File: src/rtl/ihx_pkg.sv
// Shared types and constants for the IPv4/L4 header extractor.
`timescale 1ns / 1ps

package ihx_pkg;

    // Frame layout (byte offsets from the start of the Ethernet frame)
    localparam int ETH_HDR_LEN    = 14;
    localparam int POS_IHL        = 14;
    localparam int POS_IDENT_HI   = 18;
    localparam int POS_IDENT_LO   = 19;
    localparam int POS_TTL        = 22;
    localparam int POS_PROTO      = 23;
    localparam int POS_SRC_FIRST  = 26;
    localparam int POS_SRC_LAST   = 29;
    localparam int POS_DST_FIRST  = 30;
    localparam int POS_DST_LAST   = 33;
    localparam int MIN_IP_FRAME   = 34;

    // Offsets inside the transport header
    localparam int L4_SPORT_HI    = 0;
    localparam int L4_SPORT_LO    = 1;
    localparam int L4_DPORT_HI    = 2;
    localparam int L4_DPORT_LO    = 3;
    localparam int L4_UDP_SUM_HI  = 6;
    localparam int L4_UDP_SUM_LO  = 7;
    localparam int L4_TCP_FLAGS   = 13;
    localparam int L4_TCP_SUM_HI  = 16;
    localparam int L4_TCP_SUM_LO  = 17;
    localparam int TCP_HDR_LEN    = 20;
    localparam int UDP_HDR_LEN    = 8;

    // IP protocol numbers
    localparam logic [7:0] PROTO_NUM_ICMP = 8'd1;
    localparam logic [7:0] PROTO_NUM_TCP  = 8'd6;
    localparam logic [7:0] PROTO_NUM_UDP  = 8'd17;

    // Protocol class codes
    localparam logic [1:0] CLS_OTHER = 2'd0;
    localparam logic [1:0] CLS_TCP   = 2'd1;
    localparam logic [1:0] CLS_UDP   = 2'd2;
    localparam logic [1:0] CLS_ICMP  = 2'd3;

    localparam int CAP_LEN_W   = 17;
    localparam int OUT_TDATA_W = 200;
    localparam int OUT_FIELD_W = 195;

    typedef struct packed {
        logic [7:0] data;
        logic       last;
    } ihx_byte_t;

    typedef struct packed {
        logic [31:0]          packet_number;
        logic [1:0]           protocol_class;
        logic [31:0]          src_address;
        logic [31:0]          dst_address;
        logic [7:0]           time_to_live;
        logic [15:0]          ip_ident;
        logic [15:0]          l4_sport;
        logic [15:0]          l4_dport;
        logic [7:0]           tcp_flag_bits;
        logic [15:0]          l4_checksum;
        logic [CAP_LEN_W-1:0] captured_length;
    } ihx_rec_t;

endpackage

File: src/rtl/ipv4_l4_header_extractor_core.sv
// Top level of the IPv4/L4 header extractor.
`timescale 1ns / 1ps

// Takes a captured Ethernet frame one byte per request on the slave stream
// (tlast on the final byte) and returns one header record per frame on the
// master stream. IPv4 is assumed to start at byte 14 (EtherType is not
// checked); the TCP/UDP header is taken at 14 + IHL*4. IP fields are zero
// for frames under 34 bytes; ports, flags and checksum are zero unless the
// whole TCP (20 byte) or UDP (8 byte) header was captured. Bytes beyond
// MAX_LEN are dropped but the frame still closes on tlast; captured_length
// holds the low 17 bits of the count. Throughput is one byte per clock
// while the input does not stall: each byte sits in an input register while
// the parser updates its field registers, and the final byte writes the
// record register when the parser takes it. A frame's record is valid from
// the clock edge at which the parser takes its last byte from the input
// register. The input only stalls when a record is still waiting at the
// output and another frame's last byte is ready to close.

module ipv4_l4_header_extractor_core
#(
    parameter int MAX_LEN = 65536
)
(
    input  logic                               clk,
    input  logic                               rst_n,
    // slave side: frame bytes
    input  logic                               s_axis_tvalid,
    output logic                               s_axis_tready,
    input  logic [7:0]                         s_axis_tdata,  // [7:0] data_byte
    input  logic                               s_axis_tlast,  // last_byte
    // master side: one record per frame
    output logic                               m_axis_tvalid,
    input  logic                               m_axis_tready,
    // [31:0] packet_number, [33:32] protocol_class, [65:34] src_address,
    // [97:66] dst_address, [105:98] time_to_live, [121:106] ip_ident,
    // [137:122] l4_sport, [153:138] l4_dport, [161:154] tcp_flag_bits,
    // [177:162] l4_checksum, [194:178] captured_length, [199:195] zero
    output logic [ihx_pkg::OUT_TDATA_W-1:0]    m_axis_tdata
);
    import ihx_pkg::*;

    ihx_byte_t s_byte;
    ihx_byte_t cur_byte;
    logic      byte_valid;
    logic      take;
    ihx_rec_t  rec;

    assign s_byte.data = s_axis_tdata;
    assign s_byte.last = s_axis_tlast;

    ihx_in_stage u_in_stage
    (
        .clk        (clk),
        .rst_n      (rst_n),
        .s_valid    (s_axis_tvalid),
        .s_ready    (s_axis_tready),
        .s_byte     (s_byte),
        .byte_valid (byte_valid),
        .byte_out   (cur_byte),
        .take       (take)
    );

    ihx_parser #(
        .MAX_LEN (MAX_LEN)
    ) u_parser
    (
        .clk        (clk),
        .rst_n      (rst_n),
        .byte_valid (byte_valid),
        .byte_in    (cur_byte),
        .take       (take),
        .rec_valid  (m_axis_tvalid),
        .rec_ready  (m_axis_tready),
        .rec        (rec)
    );

    // pack first field at the lowest bits
    assign m_axis_tdata = {
        (OUT_TDATA_W - OUT_FIELD_W)'(0),
        rec.captured_length,
        rec.l4_checksum,
        rec.tcp_flag_bits,
        rec.l4_dport,
        rec.l4_sport,
        rec.ip_ident,
        rec.time_to_live,
        rec.dst_address,
        rec.src_address,
        rec.protocol_class,
        rec.packet_number
    };

    // padding bits stay zero
    a_pad_zero: assert property (@(posedge clk) disable iff (!rst_n)
        m_axis_tvalid |-> (m_axis_tdata[OUT_TDATA_W-1:OUT_FIELD_W] == '0))
        else $error("nonzero padding in record");

    // a byte is only consumed when one is held
    a_take_valid: assert property (@(posedge clk) disable iff (!rst_n)
        take |-> byte_valid)
        else $error("parser took a byte that was not there");

    // input stays open while no byte is held
    a_ready_idle: assert property (@(posedge clk) disable iff (!rst_n)
        !byte_valid |-> s_axis_tready)
        else $error("input stalled with empty register");

endmodule

File: src/rtl/ihx_in_stage.sv
// Input register stage: holds one frame byte until the parser takes it.
`timescale 1ns / 1ps

module ihx_in_stage
(
    input  logic              clk,
    input  logic              rst_n,
    input  logic              s_valid,
    output logic              s_ready,
    input  ihx_pkg::ihx_byte_t s_byte,
    output logic              byte_valid,
    output ihx_pkg::ihx_byte_t byte_out,
    input  logic              take
);
    import ihx_pkg::*;

    logic      valid_reg;
    logic      valid_next;
    ihx_byte_t byte_reg;

    assign s_ready    = !valid_reg || take;
    assign byte_valid = valid_reg;
    assign byte_out   = byte_reg;

    always_comb
    begin
        valid_next = valid_reg;
        if (s_valid && s_ready)
        begin
            valid_next = 1'b1;
        end
        else if (take)
        begin
            valid_next = 1'b0;
        end
    end

    always_ff @(posedge clk or negedge rst_n)
    begin
        if (!rst_n)
        begin
            valid_reg <= 1'b0;
        end
        else
        begin
            valid_reg <= valid_next;
        end
    end

    // payload, no reset
    always_ff @(posedge clk)
    begin
        if (s_valid && s_ready)
        begin
            byte_reg <= s_byte;
        end
    end

endmodule

File: src/rtl/ihx_parser.sv
// Per-frame field capture and result record register.
`timescale 1ns / 1ps

module ihx_parser
#(
    parameter int MAX_LEN = 65536
)
(
    input  logic              clk,
    input  logic              rst_n,
    input  logic              byte_valid,
    input  ihx_pkg::ihx_byte_t byte_in,
    output logic              take,
    output logic              rec_valid,
    input  logic              rec_ready,
    output ihx_pkg::ihx_rec_t  rec
);
    import ihx_pkg::*;

    localparam int PW = $clog2(MAX_LEN + 1);

    logic [PW-1:0] pos_reg;
    logic [5:0]    hlen_reg;
    logic [7:0]    proto_reg;
    logic [31:0]   src_addr_reg;
    logic [31:0]   dst_addr_reg;
    logic [7:0]    ttl_reg;
    logic [15:0]   ident_reg;
    logic [15:0]   sport_reg;
    logic [15:0]   dport_reg;
    logic [7:0]    flags_reg;
    logic [15:0]   tcp_sum_reg;
    logic [15:0]   udp_sum_reg;
    logic [31:0]   frame_cnt_reg;
    logic          rec_valid_reg;
    ihx_rec_t      rec_reg;

    // captured values including the current byte
    logic [PW-1:0] pos_next;
    logic [5:0]    hlen_next;
    logic [7:0]    proto_next;
    logic [31:0]   src_addr_next;
    logic [31:0]   dst_addr_next;
    logic [7:0]    ttl_next;
    logic [15:0]   ident_next;
    logic [15:0]   sport_next;
    logic [15:0]   dport_next;
    logic [7:0]    flags_next;
    logic [15:0]   tcp_sum_next;
    logic [15:0]   udp_sum_next;
    logic [31:0]   frame_cnt_next;
    logic          rec_valid_next;
    ihx_rec_t      rec_next;

    logic          counting;
    logic [PW-1:0] l4_pos;
    logic [PW-1:0] l4_rel;
    logic          in_l4;
    logic [7:0]    b;
    logic          load;

    assign b         = byte_in.data;
    assign take      = byte_valid && (!byte_in.last || !rec_valid_reg || rec_ready);
    assign load      = take && byte_in.last;
    assign rec_valid = rec_valid_reg;
    assign rec       = rec_reg;

    always_comb
    begin
        counting      = pos_reg < PW'(MAX_LEN);
        hlen_next     = hlen_reg;
        proto_next    = proto_reg;
        src_addr_next = src_addr_reg;
        dst_addr_next = dst_addr_reg;
        ttl_next      = ttl_reg;
        ident_next    = ident_reg;
        sport_next    = sport_reg;
        dport_next    = dport_reg;
        flags_next    = flags_reg;
        tcp_sum_next  = tcp_sum_reg;
        udp_sum_next  = udp_sum_reg;
        pos_next      = pos_reg;

        if (counting)
        begin
            pos_next = pos_reg + PW'(1);
            case (pos_reg)
                PW'(POS_IHL):       hlen_next  = {b[3:0], 2'b00};
                PW'(POS_IDENT_HI),
                PW'(POS_IDENT_LO):  ident_next = {ident_reg[7:0], b};
                PW'(POS_TTL):       ttl_next   = b;
                PW'(POS_PROTO):     proto_next = b;
                PW'(POS_SRC_FIRST),
                PW'(POS_SRC_FIRST + 1),
                PW'(POS_SRC_FIRST + 2),
                PW'(POS_SRC_LAST):  src_addr_next = {src_addr_reg[23:0], b};
                PW'(POS_DST_FIRST),
                PW'(POS_DST_FIRST + 1),
                PW'(POS_DST_FIRST + 2),
                PW'(POS_DST_LAST):  dst_addr_next = {dst_addr_reg[23:0], b};
                default: ;
            endcase
        end

        // transport header starts after the IHL just seen, if any
        l4_pos = PW'(ETH_HDR_LEN) + PW'(hlen_next);
        in_l4  = pos_reg >= l4_pos;
        l4_rel = pos_reg - l4_pos;

        if (counting && in_l4)
        begin
            case (l4_rel)
                PW'(L4_SPORT_HI),
                PW'(L4_SPORT_LO):   sport_next   = {sport_reg[7:0], b};
                PW'(L4_DPORT_HI),
                PW'(L4_DPORT_LO):   dport_next   = {dport_reg[7:0], b};
                PW'(L4_UDP_SUM_HI),
                PW'(L4_UDP_SUM_LO): udp_sum_next = {udp_sum_reg[7:0], b};
                PW'(L4_TCP_FLAGS):  flags_next   = b;
                PW'(L4_TCP_SUM_HI),
                PW'(L4_TCP_SUM_LO): tcp_sum_next = {tcp_sum_reg[7:0], b};
                default: ;
            endcase
        end

        frame_cnt_next = frame_cnt_reg + 32'd1;

        // record, built from the values that include this byte
        rec_next                 = '0;
        rec_next.packet_number   = frame_cnt_next;
        rec_next.captured_length = CAP_LEN_W'(pos_next);
        if (pos_next >= PW'(MIN_IP_FRAME))
        begin
            rec_next.src_address  = src_addr_next;
            rec_next.dst_address  = dst_addr_next;
            rec_next.time_to_live = ttl_next;
            rec_next.ip_ident     = ident_next;
            if (proto_next == PROTO_NUM_TCP)
            begin
                rec_next.protocol_class = CLS_TCP;
                if (pos_next >= l4_pos + PW'(TCP_HDR_LEN))
                begin
                    rec_next.l4_sport      = sport_next;
                    rec_next.l4_dport      = dport_next;
                    rec_next.tcp_flag_bits = flags_next;
                    rec_next.l4_checksum   = tcp_sum_next;
                end
            end
            else if (proto_next == PROTO_NUM_UDP)
            begin
                rec_next.protocol_class = CLS_UDP;
                if (pos_next >= l4_pos + PW'(UDP_HDR_LEN))
                begin
                    rec_next.l4_sport    = sport_next;
                    rec_next.l4_dport    = dport_next;
                    rec_next.l4_checksum = udp_sum_next;
                end
            end
            else if (proto_next == PROTO_NUM_ICMP)
            begin
                rec_next.protocol_class = CLS_ICMP;
            end
        end

        rec_valid_next = load || (rec_valid_reg && !rec_ready);
    end

    always_ff @(posedge clk or negedge rst_n)
    begin
        if (!rst_n)
        begin
            pos_reg       <= '0;
            hlen_reg      <= '0;
            proto_reg     <= '0;
            src_addr_reg  <= '0;
            dst_addr_reg  <= '0;
            ttl_reg       <= '0;
            ident_reg     <= '0;
            sport_reg     <= '0;
            dport_reg     <= '0;
            flags_reg     <= '0;
            tcp_sum_reg   <= '0;
            udp_sum_reg   <= '0;
            frame_cnt_reg <= '0;
            rec_valid_reg <= 1'b0;
        end
        else
        begin
            rec_valid_reg <= rec_valid_next;
            if (load)
            begin
                // end of frame: per-frame state starts over
                pos_reg       <= '0;
                hlen_reg      <= '0;
                proto_reg     <= '0;
                src_addr_reg  <= '0;
                dst_addr_reg  <= '0;
                ttl_reg       <= '0;
                ident_reg     <= '0;
                sport_reg     <= '0;
                dport_reg     <= '0;
                flags_reg     <= '0;
                tcp_sum_reg   <= '0;
                udp_sum_reg   <= '0;
                frame_cnt_reg <= frame_cnt_next;
            end
            else if (take)
            begin
                pos_reg      <= pos_next;
                hlen_reg     <= hlen_next;
                proto_reg    <= proto_next;
                src_addr_reg <= src_addr_next;
                dst_addr_reg <= dst_addr_next;
                ttl_reg      <= ttl_next;
                ident_reg    <= ident_next;
                sport_reg    <= sport_next;
                dport_reg    <= dport_next;
                flags_reg    <= flags_next;
                tcp_sum_reg  <= tcp_sum_next;
                udp_sum_reg  <= udp_sum_next;
            end
        end
    end

    // record payload, no reset
    always_ff @(posedge clk)
    begin
        if (load)
        begin
            rec_reg <= rec_next;
        end
    end

    // the byte counter never passes the length limit
    a_pos_bound: assert property (@(posedge clk) disable iff (!rst_n)
        pos_reg <= PW'(MAX_LEN))
        else $error("byte position beyond MAX_LEN");

    // a finished frame leaves the parser at the frame start
    a_frame_restart: assert property (@(posedge clk) disable iff (!rst_n)
        load |=> (pos_reg == '0) && (hlen_reg == '0))
        else $error("per-frame state not cleared after last byte");

    // each record carries the next frame number
    a_frame_number: assert property (@(posedge clk) disable iff (!rst_n)
        load |=> rec_reg.packet_number == $past(frame_cnt_reg) + 32'd1)
        else $error("packet number out of sequence");

    // TCP flags only appear on TCP records
    a_flags_tcp_only: assert property (@(posedge clk) disable iff (!rst_n)
        (rec_valid_reg && (rec_reg.protocol_class != CLS_TCP))
            |-> (rec_reg.tcp_flag_bits == 8'd0))
        else $error("TCP flags on a non-TCP record");

    // a new record is never loaded over one that is still waiting
    a_no_overwrite: assert property (@(posedge clk) disable iff (!rst_n)
        (rec_valid_reg && !rec_ready) |-> !load)
        else $error("pending record overwritten");

endmodule

File: config.mk
export PLATFORM = sky130hd
export DESIGN_NAME = ipv4_l4_header_extractor_core
export DESIGN_NICKNAME = d
export VERILOG_FILES = /design/src/rtl/ihx_pkg.sv /design/src/rtl/ipv4_l4_header_extractor_core.sv /design/src/rtl/ihx_in_stage.sv /design/src/rtl/ihx_parser.sv
export SDC_FILE = /design/constraint.sdc
export NUM_CORES = 1
export LEC_CHECK = 0
export BUFFER_PORTS_ARGS = -buffer_cell sky130_fd_sc_hd__buf_2
export CAP_MARGIN = 20
export CORE_ASPECT_RATIO = 0.9
export CORE_UTILIZATION = 25
export DETAILED_ROUTE_END_ITERATION = 10
export HOLD_SLACK_MARGIN = 0.05
export PLACE_DENSITY = 0.42
export SETUP_SLACK_MARGIN = 0.4
export SYNTH_ARGS = -nofsm -noshare
export SYNTH_HDL_FRONTEND = slang
export SYNTH_HIERARCHICAL = 1
export SYNTH_SLANG_ARGS = --single-unit
File: constraint.sdc
create_clock -name clk -period 9.1 [get_ports clk]
set_clock_uncertainty 0.1 [all_clocks]
set_input_delay 1.82 -clock clk [delete_from_list [all_inputs] [get_ports clk]]
set_output_delay 1.82 -clock clk [all_outputs]
set_load 0.005 [all_outputs]
==> flow_summary.json <==
{
  "worst_pin_slew_ns": 1.10,
  "layout.nets": 1946,
  "met2RoutedLength_um": 27700,
  "cts_buffer_depth": 3,
  "first_pass_iters": 5,
  "start_kind": "flip-flop",
  "worst-path-buf-inv": 2,
  "finalCritPeriodShare_pct": 70.6,
  "placed_area_um2": 21900,
  "power.density_nw_per_um2": 195,
  "final_core_util_pct": 30.2,
  "fillCellCount": 7986,
  "cts_root_buffer": "clkbuf_16",
  "cts_tree": "built",
  "met3_length_um": 2650,
  "ys_ff_latch": 429,
  "path_max_fanout": 34,
  "whs_ns": 0.381,
  "grt_max_degree": 163,
  "cp_top_family": "simple AND/OR/NAND/NOR gates",
  "cpMaxStageDelayCell": "dfrtp_1",
  "ys_types": 83,
  "antenna_found_initial": 2,
  "port_buffers": 209,
  "core_region_area_um2": 78200,
  "cts_resized": 0,
  "num_rows": 97,
  "grt_pass1_vias": 13900,
  "grtUsageTotal_pct": 14.8,
  "hold_viol": 0,
  "end_kind": "flip-flop",
  "final_area_um2": 23600,
  "die_area_um2": 80400,
  "place_inst": 2889,
  "max_slew_margin_pct": 26.4,
  "wirelength_um": 60700,
  "largest_reg_flops": 195,
  "avgRoutedWirePerCell_um": 20.3,
  "synth_cells": 1721,
  "grt_overflow": 0,
  "post_cts_buffers": 0,
  "n_antenna_cell": 0,
  "clk_latency_ns": 0.61,
  "top_layer": "met4",
  "synth-seq-area-share_pct": 59.3,
  "viasPerCell": 4.76,
  "pin_count": 215,
  "synth_top_area_share_pct": 30.9,
  "timing.fmax_mhz": 156,
  "area_delta_synth_final_pct": 19.0,
  "max_stage_delay_ns": 0.69,
  "p_leak_nw": 9.27,
  "yosysMostFrequentCell": "nand2_1",
  "initial_core_util_pct": 25.4,
  "numCtsBuffers": 51,
  "yosysWarnings": 6,
  "h-tree-depth": 2,
  "cp.required_ns": 9.32,
  "maxSlewViolCount": 0,
  "setup_viol": 0,
  "drc": 0,
  "tns_ns": 0,
  "drt-initial-drc-count": 1134,
  "synth_common_cells": "nand2_1, dfrtp_1, edfxtp_1",
  "arrival_ns": 6.65,
  "path_cells": "nand2_2 > nor4b_4 > nand2_1 > mux2_2 > o21ai_0 > and2_1 > inv_1 > ha_1 > a2111oi_1 > nand2b_1 > a31o_1 > a21oi_1 > o221ai_1 > or4_1 > nor4_4 > buf_4 > mux2i_1 > nor2_2",
  "synth.avg_cell_area_um2": 11.5,
  "wl_met1_um": 29000,
  "synth_ff_type": "dfrtp_1",
  "drive_gt1_share_pct": 18.9,
  "path_class": "flip-flop to flip-flop",
  "final_antenna_net_count": 0,
  "hold_class": "flip-flop to flip-flop",
  "grt_first_pass_wirelength_um": 91000,
  "cts_num_sinks": 429,
  "status": "finished, final reports clean",
  "synth_area_um2": 19800,
  "synth_edf_count": 204,
  "die_h_um": 269,
  "vias": 14200,
  "fin_cells": 2985,
  "clk_pin_slew_ns": 0.06,
  "peakVddDrop_mv": 0.132,
  "async_flop_share_pct": 52.4,
  "dieWidth_um": 299,
  "synth_top_cell_by_area": "edfxtp_1",
  "place_hpwl_um": 39300,
  "rsz0062_at_grt": "false",
  "drv_cap": 0,
  "ctsHoldBuffers": 0,
  "min_period_ns": 6.43,
  "synth_top_cells_by_area": "edfxtp_1, dfrtp_1, nand2_1, a22o_1, mux2i_1",
  "place_congestion": 0.838
}
cell usage in the layout, fill, tap and decap left out, types with 37 or more instances in the layout:
cell | netlist | layout
nand2_1 | 263 | 263
dfrtp_1 | 225 | 225
buf_2 | 24 | 208
edfxtp_1 | 204 | 204
nor2_1 | 109 | 105
a22o_1 | 105 | 105
a21oi_1 | 98 | 98
mux2i_1 | 85 | 85
o21ai_0 | 64 | 63
clkbuf_16 | 0 | 52
xnor2_1 | 50 | 50
xor2_1 | 37 | 37
worst paths after layout:
path	start	end	slack [ns]	cells past startpoint
setup / recovery	u_parser/pos_reg[2]	u_parser/rec[64]	2.67	18
hold / removal	u_parser/ttl_reg[3]	u_parser/ttl_reg[3]	0.38	2
setup reg to reg	u_parser/pos_reg[2]	u_parser/rec[64]	2.67	18
hold reg to reg	u_parser/ttl_reg[3]	u_parser/ttl_reg[3]	0.38	2
max in group asynchronous	rst_n	u_parser/frame_cnt_reg[27]	6.47	2
min in group asynchronous	rst_n	u_parser/dport_reg[9]	1.05	1
kinds of logic (layout without fill, tap and decap cells):
group	Yosys count	in the layout	share of synthesized area [%]
other	2	7	0.0379
AOI/OAI and AO/OA	374	374	13.2
adders and majority gates	29	29	1.87
buffers and inverters	152	372	3.56
DFF	429	429	59.3
and+or+nand+nor	560	560	13.7
muxes	88	88	4.46
xor gates and xnor gates	87	87	3.85
final cells by class:
class / count / area [um^2] / area share [%]
Sequential cell: 429 / 11800 / 49.8
Multi-Input combinational cell: 1145 / 7430 / 31.5
Tap cell: 1039 / 1300 / 5.51
Inverter: 36 / 143 / 0.605
Clock inverter: 25 / 236 / 1.00
Timing Repair Buffer: 241 / 1320 / 5.58
Clock buffer: 70 / 1410 / 5.97
per-stage QoR:
| step | total power [W] | setup slack [ns] |
|---|---|---|
| after floorplan | 0.00240 | 3.24 |
| after global placement | 0.00261 | 2.84 |
| after detailed placement | 0.00262 | 2.74 |
| after CTS | 0.00468 | 2.74 |
| after global routing | 0.00479 | 2.25 |
| final | 0.00459 | 2.67 |
worst min-delay path, delay by kind of cell (launching register included):
family | cells | cell delay, ns
flip-flops | 1 | 0.34
AND/OR/NAND/NOR | 1 | 0.05
AO/OA/AOI/OAI | 1 | 0.06
routing by layer:
| metal | up-vias | GRT usage [%] |
|---|---|---|
| li1 | 6574 | - |
| met1 | 7218 | 21.3 |
| met2 | 345 | 23.1 |
| met3 | 86 | 2.19 |
| met4 | 0 | 4.11 |
| met5 | - | 0 |
report_power, final:
group / total (W) / internal, W / switching (W)
clock network: 0.00202 / 0.00117 / 0.000852
logic: 0.000379 / 0.000112 / 0.000268
registers: 0.00219 / 0.00213 / 0.0000551
No activity file was read; power rests on OpenSTA's default activity.
